===== src/rtl/spre_pkg.sv =====
package spre_pkg;

  localparam int DEF_MAX_NODES   = 64;
  localparam int DEF_MAX_EDGES   = 1024;
  localparam int DEF_WEIGHT_BITS = 32;

  localparam int NODE_BITS      = 6;
  localparam int DIST_BITS      = 64;
  localparam int CFG_DATA_BITS  = 7;
  localparam int CFG_INDEX_BITS = 1;

  // command codes
  localparam logic [1:0] CMD_ADD   = 2'd0;
  localparam logic [1:0] CMD_RUN   = 2'd1;
  localparam logic [1:0] CMD_CLEAR = 2'd2;

  // vertex status codes
  localparam logic [1:0] ST_OK      = 2'd0;
  localparam logic [1:0] ST_UNREACH = 2'd1;
  localparam logic [1:0] ST_NEGINF  = 2'd2;

  // configuration register indexes
  localparam logic [CFG_INDEX_BITS-1:0] CFG_NODE_COUNT = 1'd0;
  localparam logic [CFG_INDEX_BITS-1:0] CFG_UNDIRECTED = 1'd1;

  typedef struct packed {
    logic [1:0]                  cmd;
    logic [NODE_BITS-1:0]        from_node;
    logic [NODE_BITS-1:0]        to_node;
    logic signed [31:0]          edge_weight;
  } in_item_t;

  typedef struct packed {
    logic [NODE_BITS-1:0]        node_index;
    logic signed [DIST_BITS-1:0] distance;
    logic [1:0]                  node_status;
    logic                        negative_cycle;
    logic                        edges_dropped;
    logic                        last_node;
  } result_t;

  // one entry of the distance store
  typedef struct packed {
    logic [1:0]                  status;
    logic signed [DIST_BITS-1:0] path_len;
  } dist_entry_t;

endpackage


===== src/rtl/spre_relax_unit.sv =====
module spre_relax_unit #(
  parameter int WEIGHT_BITS = spre_pkg::DEF_WEIGHT_BITS
) (
  input  logic                                    clk,
  input  logic                                    load,
  input  logic signed [spre_pkg::DIST_BITS-1:0]   dist_a,
  input  logic signed [WEIGHT_BITS-1:0]           weight,
  input  spre_pkg::dist_entry_t                   entry_b,
  output logic signed [spre_pkg::DIST_BITS-1:0]   cand,
  output logic                                    better
);

  import spre_pkg::*;

  localparam logic signed [DIST_BITS:0] SAT_HI = {2'b00, {(DIST_BITS-1){1'b1}}};
  localparam logic signed [DIST_BITS:0] SAT_LO = -SAT_HI;

  logic signed [DIST_BITS:0] sum;

  assign sum = (DIST_BITS+1)'(dist_a) + (DIST_BITS+1)'(weight);

  // saturate to the symmetric distance range
  always_ff @(posedge clk) begin
    if (load) begin
      if (sum > SAT_HI) begin
        cand <= SAT_HI[DIST_BITS-1:0];
      end else if (sum < SAT_LO) begin
        cand <= SAT_LO[DIST_BITS-1:0];
      end else begin
        cand <= sum[DIST_BITS-1:0];
      end
    end
  end

  assign better = (entry_b.status == ST_UNREACH) ||
                  ((entry_b.status == ST_OK) && (entry_b.path_len > cand));

endmodule

===== config.mk =====
export PLATFORM = sky130hd
export DESIGN_NAME = spre_relax_unit
export DESIGN_NICKNAME = d
export VERILOG_FILES = /design/src/rtl/spre_pkg.sv /design/src/rtl/spre_relax_unit.sv
export SDC_FILE = /design/constraint.sdc
export NUM_CORES = 1
export LEC_CHECK = 0
export BUFFER_PORTS_ARGS = -buffer_cell sky130_fd_sc_hd__buf_4
export CELL_PAD_IN_SITES_DETAIL_PLACEMENT = 1
export CELL_PAD_IN_SITES_GLOBAL_PLACEMENT = 1
export CORE_ASPECT_RATIO = 0.5
export CORE_MARGIN = 2
export CORE_UTILIZATION = 40
export DETAILED_ROUTE_END_ITERATION = 8
export GPL_ROUTABILITY_DRIVEN = 0
export PLACE_DENSITY = 0.85
export SETUP_SLACK_MARGIN = 0.4
export SLEW_MARGIN = 20
export SYNTH_ARGS = -nofsm -noshare
export SYNTH_HDL_FRONTEND = slang
export SYNTH_SLANG_ARGS = --single-unit
export TNS_END_PERCENT = 50

===== constraint.sdc =====
create_clock -name clk -period 4.7 [get_ports clk]
set_clock_uncertainty 0.2 [all_clocks]
set_input_delay 0.235 -clock clk [delete_from_list [all_inputs] [get_ports clk]]
set_output_delay 0.235 -clock clk [all_outputs]
set_load 0.03 [all_outputs]

**After elaboration in Yosys (flattened, before gate mapping)**

Index checks and enable logic that the tools add are counted.

- Latch bits: 0
- Memories kept: 0
- Input port bits: 164
- Register bits: 64
- Output and inout bits: 65
- RAM bits: 0
- ROM bits: 0

- Bitwise operators: 0
- Equality and inequality tests: 1
- $lt $le $gt $ge: 3
- Shift operators: 0
- Divide/modulo/power cells: 0
- Mux-type cells: 1
- Add/sub/neg operators: 1
- $mul: 0
- Reduce and logical (&&, ||, !) cells: 4

Operator list:

| cell | number |
|---|---|
| adder 64 x 32 -> 65 bit | 1 |
| > comparator 65 x 64 -> 1 bit (second input constant) | 1 |
| less-than comparator 65 x 64 -> 1 bit (second input constant) | 1 |
| > comparator 64 bit | 1 |
| 2-to-1 mux 64 bit | 1 |
| == test 2 x 1 -> 1 bit (second input constant) | 1 |
| logical NOT 2 bit | 1 |
| OR reduction 2 bit | 1 |
| logical AND 1 bit | 1 |
| logical OR 1 bit | 1 |

**Depth between registers and ports, before layout**

Gate-level depths: netlist (run 1).

- Depth after elaboration: 3
- Mapped depth: 17
- Depth with buffers taken out: 15

**Least setup slack after synthesis (run 1)**

No wires, ideal clock.

- Path type: input to register
- Start point: input port dist_a[41] (netlist bit)
- End point: register cand[0] (netlist bit), data pin
- Arrival: 3547 ps
- Path buffers: 1
- Cell stages on the path: 14
- Setup slack: 822 ps
- Cell sequence: ha_1 clkbuf_1 nand2_1 or4_1 or3_4 nor4_4 inv_2 o211ai_2 xor2_1 or4_1 or4_1 nor4b_1 nand4_1 nand2_1

- Cells in the longest elaborated chain, start to end: 3
- Elaborated cells between the ends (all ways): 4

RTL lines:

| item | line | RTL |
|---|---|---|
| from (decl) | spre_relax_unit.sv:6 | `input logic signed [spre_pkg::DIST_BITS-1:0] dist_a,` |
| adder 64 x 32 -> 65 bit (*) | spre_relax_unit.sv:20 | `assign sum = (DIST_BITS+1)'(dist_a) + (DIST_BITS+1)'(weight);` |
| > comparator 65 x 64 -> 1 bit or less-than comparator 65 x 64 -> 1 bit (tied branches) | spre_relax_unit.sv:25, spre_relax_unit.sv:27 |  |
| OR reduction 2 bit (no source line) (*) | -- |  |
| to (signal assigned) | spre_relax_unit.sv:26 | `cand <= SAT_HI[DIST_BITS-1:0];` |
| to (signal assigned) | spre_relax_unit.sv:28 | `cand <= SAT_LO[DIST_BITS-1:0];` |
| to (signal assigned) | spre_relax_unit.sv:30 | `cand <= sum[DIST_BITS-1:0];` |
| to (decl) | spre_relax_unit.sv:9 | `output logic signed [spre_pkg::DIST_BITS-1:0] cand,` |

Every way passes the cells marked *; elsewhere a longest branch is shown, timed or not.
A chain may end at the register's enable or synchronous reset.

**Worst setup path after layout (run 1)**

- Start point: input port dist_a[12] (netlist bit)
- End point: register cand[0] (netlist bit), data pin

Same word-level chain as after synthesis.

==> results of run 1 <==
==> worst max-delay path by stage <==
| stage | start | to | depth (start not counted) |
|---|---|---|---|
| after floorplan | dist_a[41] | cand[0] | 14 |
| after global routing | weight[31] | cand[0] | 14 |
| after global placement | dist_a[0] | cand[0] | 16 |
| after CTS | weight[31] | cand[0] | 14 |
| final | dist_a[12] | cand[0] | 13 |
| after detailed placement | dist_a[0] | cand[0] | 16 |
==> repair_timing <==
| item | 4_1_cts | 5_1_grt |
|---|---|---|
| resized for setup | 2 | 15 |
| endpoints found under the setup margin | 1 | 49 |
| buffers inserted | 0 | 0 |
==> cells in the mapped netlist, types with 4 or more instances <==
master,number,area [um2]
ha_1,128,1602
a21oi_1,107,535.5
inv_1,83,311.6
nor2_1,68,255.2
edfxtp_1,64,1922
o21ai_0,60,300.3
nand2_1,59,221.5
maj3_1,49,490.5
nand4_1,45,281.5
xnor2_1,40,350.3
a21o_1,29,217.7
nand2b_1,24,150.1
xor2_1,19,166.4
nor2b_1,18,112.6
clkbuf_1,17,63.81
nor3_1,16,80.08
nand3_1,15,75.07
o21bai_1,13,97.59
o21a_1,12,90.09
buf_2,11,55.05
a21oi_2,9,78.83
nor4_1,8,50.05
a21boi_0,7,52.55
a31oi_1,7,43.79
buf_6,7,78.83
or3_1,6,37.54
or4_1,6,45.04
a211oi_1,5,37.54
and2_1,5,31.28
o31ai_1,5,37.54
a311oi_1,4,35.03
nand4b_1,4,35.03
o211ai_1,4,30.03
or2_2,4,25.02
==> power groups by stage <==
| stage | clock, uW | combinational (uW) | sequential [uW] |
|---|---|---|---|
| after floorplan | 0 | 964 | 1090 |
| after global placement | 0 | 1760 | 905 |
| after detailed placement | 0 | 1860 | 909 |
| after CTS | 730 | 1890 | 900 |
| after global routing | 747 | 2080 | 909 |
| final | 733 | 1930 | 903 |
==> final cells by class <==
type	instances	area share (%)
clock buffer	9	2.072
clock inverter	7	0.8862
inverter	84	2.900
multi-input combinational	830	56.59
sequential	64	17.68
tap	273	3.142
timing repair buffer	239	16.73
==> tightest hold or removal path, cell delays in order <==
cell	delay [ns]
buf_4	0.08
ha_1	0.26
nor3_1	0.11
nand2_1	0.05
==> cell families after synthesis <==
group / after synthesis
AOI/OAI and AO/OA: 297
xor gates and xnor gates: 59
adders and majority gates: 178
buffers and inverters: 121
DFF: 64
muxes: 2
and+or+nand+nor: 294
==> stage by stage <==
stage          hold slack, ns  worst slack, ns  instance area [um2]  setup TNS [ns]  total power (uW)
2_1_floorplan          0.1475           0.8220                 8521               0              2051
3_3_place_gp           0.5200           0.2360                10480               0              2670
3_5_place_dp           0.5304         -0.08161                10480        -0.08161              2770
4_1_cts                0.2802           0.5064                10810               0              3525
5_1_grt                0.3276           0.4079                10870               0              3733
6_report               0.3046           0.3313                10870               0              3563
==> metal layers <==
| metal | share of wire (%) | wire length [um] |
|---|---|---|
| met2 | 48 | 16390 |
| met3 | 7.5 | 2565 |
| met4 | 3.3 | 1119 |
| met5 | 0.038 | 13 |
| met1 | 42 | 14320 |
==> metrics.md, run 1 <==
| Metric | Value |
|---|---|
| Status | `finished, final reports clean` |
| Gr usage total | `30.18%` |
| DRC violations left | `0` |
| Setup CP Type | `in -> reg` |
| Synth cell types | `72` |
| Count of final setup violators | `0` |
| Clock group share of total power | `20.6%` |
| Filler Cell Count | `2501` |
| Die Y-Extent | `107.2 um` |
| Post-detail-place hpwl | `28.38 mm` |
| Met2 GRT Util | `52.13%` |
| CTS HTree Levels | `3` |
| Largest family of logic cells by synthesized area | `adder cells` |
| Fmax | `228.9 MHz` |
| PortBufs | `228` |
| Ordered cell list for the critical path | `buf_4 -> ha_1 -> a21oi_1 -> a21boi_0 -> nand3_1 -> xor2_1 -> nor4_1 -> nand4b_1 -> nor4bb_1 -> nand4b_1 -> nor4_1 -> nand4_1 -> nand2_1` |
| Syn_area_per_cell | `8.395 um2` |
| Post-Synth Adder-Cell Area | `24.79%` |
| Internal | `2022 uW` |
| Via density | `6.079` |
| Top-Level Pins | `229` |
| Power share of the combinational group | `54.1%` |
| Unrepaired setup endpoints after global routing | `no` |
| Relative slew margins | `34.08%` |
| Worst Path Buf+Inv | `1` |
| Final ANT Viol Nets | `0` |
| CTS tree | `done` |
| Sequential power share | `25.4%` |
| Synth Area in Compound Gates | `22.03%` |
| Row count | `37` |
| Seq cells post-synth | `64` |
| Post-synthesis mux area share | `0.2496%` |
| Max_cap viols | `0` |
| CP top delay family | `simple AND/OR/NAND/NOR gates` |
| Critical path arrival | `4.38 ns` |
| Root buffer cell | `clkbuf_16` |
| Grt met3 use | `4.892%` |
| Regs by FF count | `cand (64)` |
| Max clock buf depth | `2` |
| LEAKAGE | `0.004840 uW` |
| CTS Hold Bufs | `0` |
| Initial antenna violation count | `2` |
| Clock sink count | `64` |
| Pwr dens | `327.7 nW/um2` |
| Core area | `20740 um2` |
| Dpl cells | `1490` |
| Hold Path Stages | `4` |
| Sw Share | `43.24%` |
| Register clock-pin slew on the reported worst setup and hold paths | `0.06 ns` |
| Worst-margin pin slew | `0.9800 ns` |
| Most frequent cells in the layout | `buf_4 (237), ha_1 (122), a21oi_1 (107)` |
| Fraction of layout instances using a drive strength above 1 | `23.52%` |
| Post-synthesis simple-gate area fraction | `18.15%` |
| Total CTS buffers | `9` |
| FF+latch area | `1922 um2` |
| Crit share post-route | `92.95%` |
| WL final | `34.41 mm` |
| Min Tclk post-route | `4.369 ns` |
| Chip width | `210.4 um` |
| Most common cell after layout, fill and taps aside | `buf_4` |
| CP endpoint kind | `flop` |
| Nets | `1521` |
| Initial DRC Count | `781` |
| Top reg by flops | `cand` |
| Slowest cell on crit path | `a21boi_0` |
| Pins Over Slew Limit | `0` |
| Post-Syn Area | `8521 um2` |
| Hold Fails Final Rpt | `0` |
| Critical Path RT | `4.71 ns` |
| Worst setup SP type | `primary input` |
| Hold endpoint | `cand[0]` |
| Syn Nets | `1308` |
| Fin util | `52.42%` |
| Syn-to-layout area delta | `27.59%` |
| Initial core utilization | `41.08%` |
| Dominant synthesized flop cell | `edfxtp_1` |
| Worst min-delay path category | `in -> reg` |
| Worst vdd ir | `0.0001965 V` |
| Ys Warns | `0` |
| Fraction of synthesized cell area in xor and xnor cells | `6.065%` |
| NetSw | `1541 uW` |
| Met1 GRT Util | `38.50%` |
| Synth async-reset ratio | `0%` |
| 1st-pass router iterations | `5` |
| Die area | `22560 um2` |
| HP Start | `weight[0]` |
| First-pass GRT wire length | `53.16 mm` |
| Drt wl/cell | `22.85 um` |
| Post-synth EDFFs | `64` |
| DR vias | `9155` |
| Gr ovfl total | `0` |
| Synthesized instance count | `1015` |
| Layout Cells excl Fill | `1506` |
| Multi-input gate area | `6152 um2` |
| GRT busiest layer | `met2` |
| Max FO, Critical Path | `5` |
| Vias in the first global route | `9627` |
| Max reg flops | `64` |
| Largest net degree at the start of global routing | `65` |
| Antenna cells | `0` |
| Post-synthesis sequential area ratio | `22.56%` |
| Peak per-stage delay on the critical path | `0.82 ns` |
No activity file was read; power rests on OpenSTA's default activity.
==> run 2, diff against run 1 <==
Settings changed: CORE_UTILIZATION 40 to 43, PLACE_DENSITY 0.85 to 0.91.
Clock period 4.7 ns to 5.3 ns, I/O delays scaled along.
==> metrics.md, run 2 (same netlist as run 1, synthesis figures left out) <==
| Metric | Value |
|---|---|
| CTS HTree Levels | `3 (unchanged)` |
| Worst vdd ir | `0.0002019 V (+2.7%)` |
| Max_cap viols | `0 (unchanged)` |
| Regs by FF count | `cand (64)` |
| Ordered cell list for the critical path | `buf_4 -> ha_1 -> nand2_2 -> or4_1 -> or3_4 -> nor4_4 -> inv_2 -> o211ai_2 -> a41o_1 -> a31o_4 -> a211o_1 -> and2_2 -> buf_12 -> maj3_1` |
| Pins Over Slew Limit | `0 (unchanged)` |
| Pwr dens | `304.9 nW/um2 (-7.0%)` |
| Setup CP Type | `in -> reg` |
| Most common cell after layout, fill and taps aside | `buf_4` |
| Peak per-stage delay on the critical path | `0.64 ns (-0.18 ns)` |
| Max FO, Critical Path | `33 (+28)` |
| PortBufs | `228 (unchanged)` |
| LEAKAGE | `0.004804 uW (-0.75%)` |
| Min Tclk post-route | `4.598 ns` |
| Area after DPL | `10400 um2 (-0.78%)` |
| Chip width | `203.1 um (-3.5%)` |
| Root buffer cell | `clkbuf_16` |
| Worst Path Buf+Inv | `3 (+2)` |
| Final ANT Viol Nets | `0 (unchanged)` |
| Hold endpoint | `cand[2]` |
| CTS tree | `done` |
| Status | `finished, final reports clean` |
| Drt wl/cell | `25.72 um (+13%)` |
| Largest net degree at the start of global routing | `65 (unchanged)` |
| Pre-CTS setup slack | `0.4776 ns (+0.5592 ns)` |
| WL final | `38.35 mm (+11%)` |
| Met1 GRT Util | `42.10% (+3.6 points)` |
| Layout Cells excl Fill | `1491 (-1.0%)` |
| Antenna cells | `0 (unchanged)` |
| Slowest cell on crit path | `ha_1` |
| Dpl cells | `1475 (-1.0%)` |
| Nets | `1513 (-0.53%)` |
| Count of final setup violators | `0 (unchanged)` |
| DR vias | `9663 (+5.5%)` |
| Register clock-pin slew on the reported worst setup and hold paths | `0.07 ns (about the same)` |
| Total negative slack | `0 ns (unchanged)` |
| Die Y-Extent | `103.5 um (-3.4%)` |
| Hold Path Stages | `1 (-3)` |
| Total CTS buffers | `9 (unchanged)` |
| Initial DRC Count | `886 (+13%)` |
| Grt met3 use | `8.496% (+3.6 points)` |
| Final WS setup | `0.7015 ns (+0.3702 ns)` |
| Worst setup SP type | `primary input` |
| Post-detail-place hpwl | `29.41 mm (+3.6%)` |
| Vias in the first global route | `10.03k (+4.2%)` |
| Gr ovfl total | `0 (unchanged)` |
| Critical Path RT | `5.29 ns (+0.58 ns)` |
| Post-cts resize count | `0 (-2)` |
| Relative slew margins | `37.29% (+3.2 points)` |
| Cell area after layout | `10740 um2 (-1.2%)` |
| Clock sink count | `64 (unchanged)` |
| GRT busiest layer | `met2` |
| Top reg by flops | `cand` |
| Row count | `36 (-2.7%)` |
| Most frequent cells in the layout | `buf_4 (230), ha_1 (128), a21oi_1 (107)` |
| Initial antenna violation count | `2 (unchanged)` |
| HP Start | `load` |
| Fmax | `217.5 MHz` |
| Met2 GRT Util | `58.76% (+6.6 points)` |
| Max reg flops | `64 (unchanged)` |
| Syn-to-layout area delta | `26.02%` |
| First-pass GRT wire length | `57.86 mm (+8.8%)` |
| CP endpoint kind | `flop` |
| Core area | `19460 um2 (-6.2%)` |
| Hold Fails Final Rpt | `0 (unchanged)` |
| Worst-margin pin slew | `0.9407 ns (-0.03935 ns)` |
| CTS Hold Bufs | `0 (unchanged)` |
| 1st-pass router iterations | `5 (unchanged)` |
| Fraction of layout instances using a drive strength above 1 | `22.37% (-1.2 points)` |
| Gr usage total | `35.60% (+5.4 points)` |
| Initial core utilization | `43.79% (+2.7 points)` |
| Unrepaired setup endpoints after global routing | `no` |
| Via density | `6.481 (+6.6%)` |
| Max clock buf depth | `2 (unchanged)` |
| Worst min-delay path category | `in -> reg` |
| Top-Level Pins | `229 (unchanged)` |
| Die area | `21030 um2 (-6.8%)` |
| Critical path arrival | `4.59 ns (+0.21 ns)` |
| Hold Worst Slack | `0.3933 ns (+0.08870 ns)` |
| CP top delay family | `simple AND/OR/NAND/NOR gates` |
| Post-CTS setup repair buffer count | `0 (unchanged)` |
| DRC violations left | `0 (unchanged)` |
| Crit share post-route | `86.76%` |
[run 2: cell types whose count changed in the layout (fill, tap and decap cells not counted), moves of 2 or more]
cell,previous run,this run
buf_4,237,230
ha_1,122,128
ha_4,4,0
o21ai_0,57,60
ha_2,2,0
inv_6,0,2
o21ai_2,2,0
[run 2: worst max path at each step]
stage	cells past startpoint	slack (ns)	endpoint	startpoint
global placement	14	0.79	cand[0]	weight[31]
floorplan	14	1.39	cand[0]	dist_a[41]
CTS	15	0.84	cand[0]	dist_a[10]
detailed placement	16	0.48	cand[0]	dist_a[0]
finish	14	0.70	cand[28]	weight[31]
global route	14	0.57	cand[21]	weight[31]
[run 2: per-stage QoR]
| step | power (uW) | utilization (%) |
|---|---|---|
| after floorplan | 1818 | - |
| after global placement | 2338 | 53.44 |
| after detailed placement | 2460 | 53.44 |
| after CTS | 3205 | 55.12 |
| after global routing | 3372 | 55.18 |
| final | 3274 | 55.18 |
[run 2: metal layers]
layer | wire length (um) | share of wire, %
met4 | 2783 | 7.3
met2 | 17440 | 45
met5 | 10 | 0.026
met1 | 14660 | 38
met3 | 3459 | 9.0
[run 2: layout make-up]
cell class | instances | area (um2)
clock buffer | 9 | 225.2
clock inverter | 7 | 102.6
fill | 2346 | 8721
inverter | 84 | 315.3
multi-input combinational | 830 | 6093
sequential | 64 | 1922
tap | 266 | 332.8
timing repair buffer | 231 | 1747
[run 2: report_power, final]
group	switching [uW]	total [uW]	internal (uW)
Sequential	102	809	707
Clock	286	704	418
Combinational	1100	1760	660
Total	1490	3270	1790
==> run 3, diff against run 2 <==
Settings changed: CELL_PAD_IN_SITES_GLOBAL_PLACEMENT 1 to 2, CORE_UTILIZATION 43 to 34.
==> metrics.md, run 3 (same netlist as run 1, synthesis figures left out) <==
| Metric | Value |
|---|---|
| Clock sink count | `64 (unchanged)` |
| Max_cap viols | `0 (unchanged)` |
| Register clock-pin slew on the reported worst setup and hold paths | `0.06 ns (about the same)` |
| 1st-pass router iterations | `5 (unchanged)` |
| Area after DPL | `10500 um2 (+1.0%)` |
| Pre-CTS setup slack | `0.6143 ns (+0.1367 ns)` |
| Worst vdd ir | `0.0001511 V (-25%)` |
| WL final | `32.95 mm (-14%)` |
| Top reg by flops | `cand` |
| Max reg flops | `64 (unchanged)` |
| CP Depth | `14 (unchanged)` |
| DR vias | `8660 (-10%)` |
| Most frequent cells in the layout | `buf_4 (235), ha_1 (128), a21oi_1 (107)` |
| Via density | `5.534 (-15%)` |
| Chip width | `227.9 um (+12%)` |
| Top-Level Pins | `229 (unchanged)` |
| Crit share post-route | `82.67% (-4.1 points)` |
| Peak per-stage delay on the critical path | `0.61 ns (-0.03 ns)` |
| CTS Hold Bufs | `0 (unchanged)` |
| Hold Path Stages | `4 (+3)` |
| Total negative slack | `0 ns (unchanged)` |
| Critical path arrival | `4.38 ns (-0.21 ns)` |
| Regs by FF count | `cand (64)` |
| Initial antenna violation count | `0 (-2)` |
| Unrepaired setup endpoints after global routing | `no` |
| PortBufs | `228 (unchanged)` |
| Post-CTS setup repair buffer count | `0 (unchanged)` |
| LEAKAGE | `0.004815 uW (+0.23%)` |
| Worst min-delay path category | `in -> reg` |
| Fin util | `44.53% (-11 points)` |
| Relative slew margins | `33.98% (-3.3 points)` |
| Initial DRC Count | `517 (-42%)` |
| Slowest cell on crit path | `ha_1` |
| Drt wl/cell | `21.05 um (-18%)` |
| Ordered cell list for the critical path | `buf_4 -> ha_1 -> nand2_2 -> or4_1 -> or3_4 -> nor4_4 -> inv_2 -> o211ai_2 -> a41o_1 -> a31o_4 -> a211o_1 -> and2_2 -> buf_4 -> maj3_1` |
| Die area | `26420 um2 (+26%)` |
| CP endpoint kind | `flop` |
| Row count | `40 (+11%)` |
| Antenna cells | `0 (unchanged)` |
| Final ANT Viol Nets | `0 (unchanged)` |
| Fraction of layout instances using a drive strength above 1 | `22.62% (+0.25 points)` |
| Initial core utilization | `35.03% (-8.8 points)` |
| Gr usage total | `24.39% (-11 points)` |
| Pins Over Slew Limit | `0 (unchanged)` |
| Status | `finished, final reports clean` |
| Worst Path Buf+Inv | `3 (unchanged)` |
| Fmax | `228.2 MHz (+4.9%)` |
| Min Tclk post-route | `4.382 ns (-0.2168 ns)` |
| Total CTS buffers | `9 (unchanged)` |
| DRC violations left | `0 (unchanged)` |
| Syn-to-layout area delta | `27.12%` |
| Pwr dens | `286.3 nW/um2 (-6.1%)` |
| Max clock buf depth | `2 (unchanged)` |
| CTS HTree Levels | `3 (unchanged)` |
| Setup CP Type | `in -> reg` |
| Most common cell after layout, fill and taps aside | `buf_4` |
| Worst setup SP type | `primary input` |
| Count of final setup violators | `0 (unchanged)` |
| Critical Path RT | `5.30 ns (about the same)` |
| Nets | `1517 (+0.26%)` |
| Post-detail-place hpwl | `28.37 mm (-3.5%)` |
| Root buffer cell | `clkbuf_16` |
| Cell area after layout | `10830 um2 (+0.87%)` |
| CTS tree | `done` |
| Post-cts resize count | `0 (unchanged)` |
| Final WS setup | `0.9184 ns (+0.2168 ns)` |
| Power Total | `3101 uW (-5.3%)` |
| Largest net degree at the start of global routing | `65 (unchanged)` |
| Core area | `24320 um2 (+25%)` |
| Filler Cell Count | `2937 (+25%)` |
| Vias in the first global route | `9073 (-9.5%)` |
| First-pass GRT wire length | `50.37 mm (-13%)` |
| Hold Fails Final Rpt | `0 (unchanged)` |
| CP top delay family | `simple AND/OR/NAND/NOR gates` |
| Gr ovfl total | `0 (unchanged)` |
| Max FO, Critical Path | `33 (unchanged)` |
| CP most frequent cell | `buf_4` |
| Die Y-Extent | `115.9 um (+12%)` |
| Worst-margin pin slew | `0.9775 ns (+0.03687 ns)` |
-- run 3: path summary, 6_finish.rpt --
path,start,to,slack [ns]
max,weight[31],cand[5],0.92
min,weight[0],cand[0],0.31
-- run 3: final cells by class --
class                      instances  area [um2]  area share, %
tap                              336       420.4          3.881
clock inverter                     7       102.6         0.9472
timing repair buffer             235        1764          16.29
inverter                          84       315.3          2.911
sequential                        64        1922          17.74
clock buffer                       9       225.2          2.079
multi-input combinational        830        6082          56.15
-- run 3: per-stage QoR --
step,cells,hold slack (ns)
floorplan,1015,0.1775
global placement,1549,0.5486
detailed placement,1549,0.5510
CTS,1565,0.2768
global route,1565,0.2925
finish,1565,0.3055
-- run 3: report_power, final --
| group | switching, uW | internal [uW] |
|---|---|---|
| clock network | 237 | 416 |
| registers | 86.5 | 707 |
| logic | 1000 | 652 |
| total | 1330 | 1780 |
-- run 3: routing by layer --
metal	global-route usage [%]	vias to the layer above	routed length, um
li1	-	4181	-
met1	31.82	4213	14950
met2	41.67	218	15450
met3	4.478	48	1777
met4	7.146	0	769
met5	0	-	0
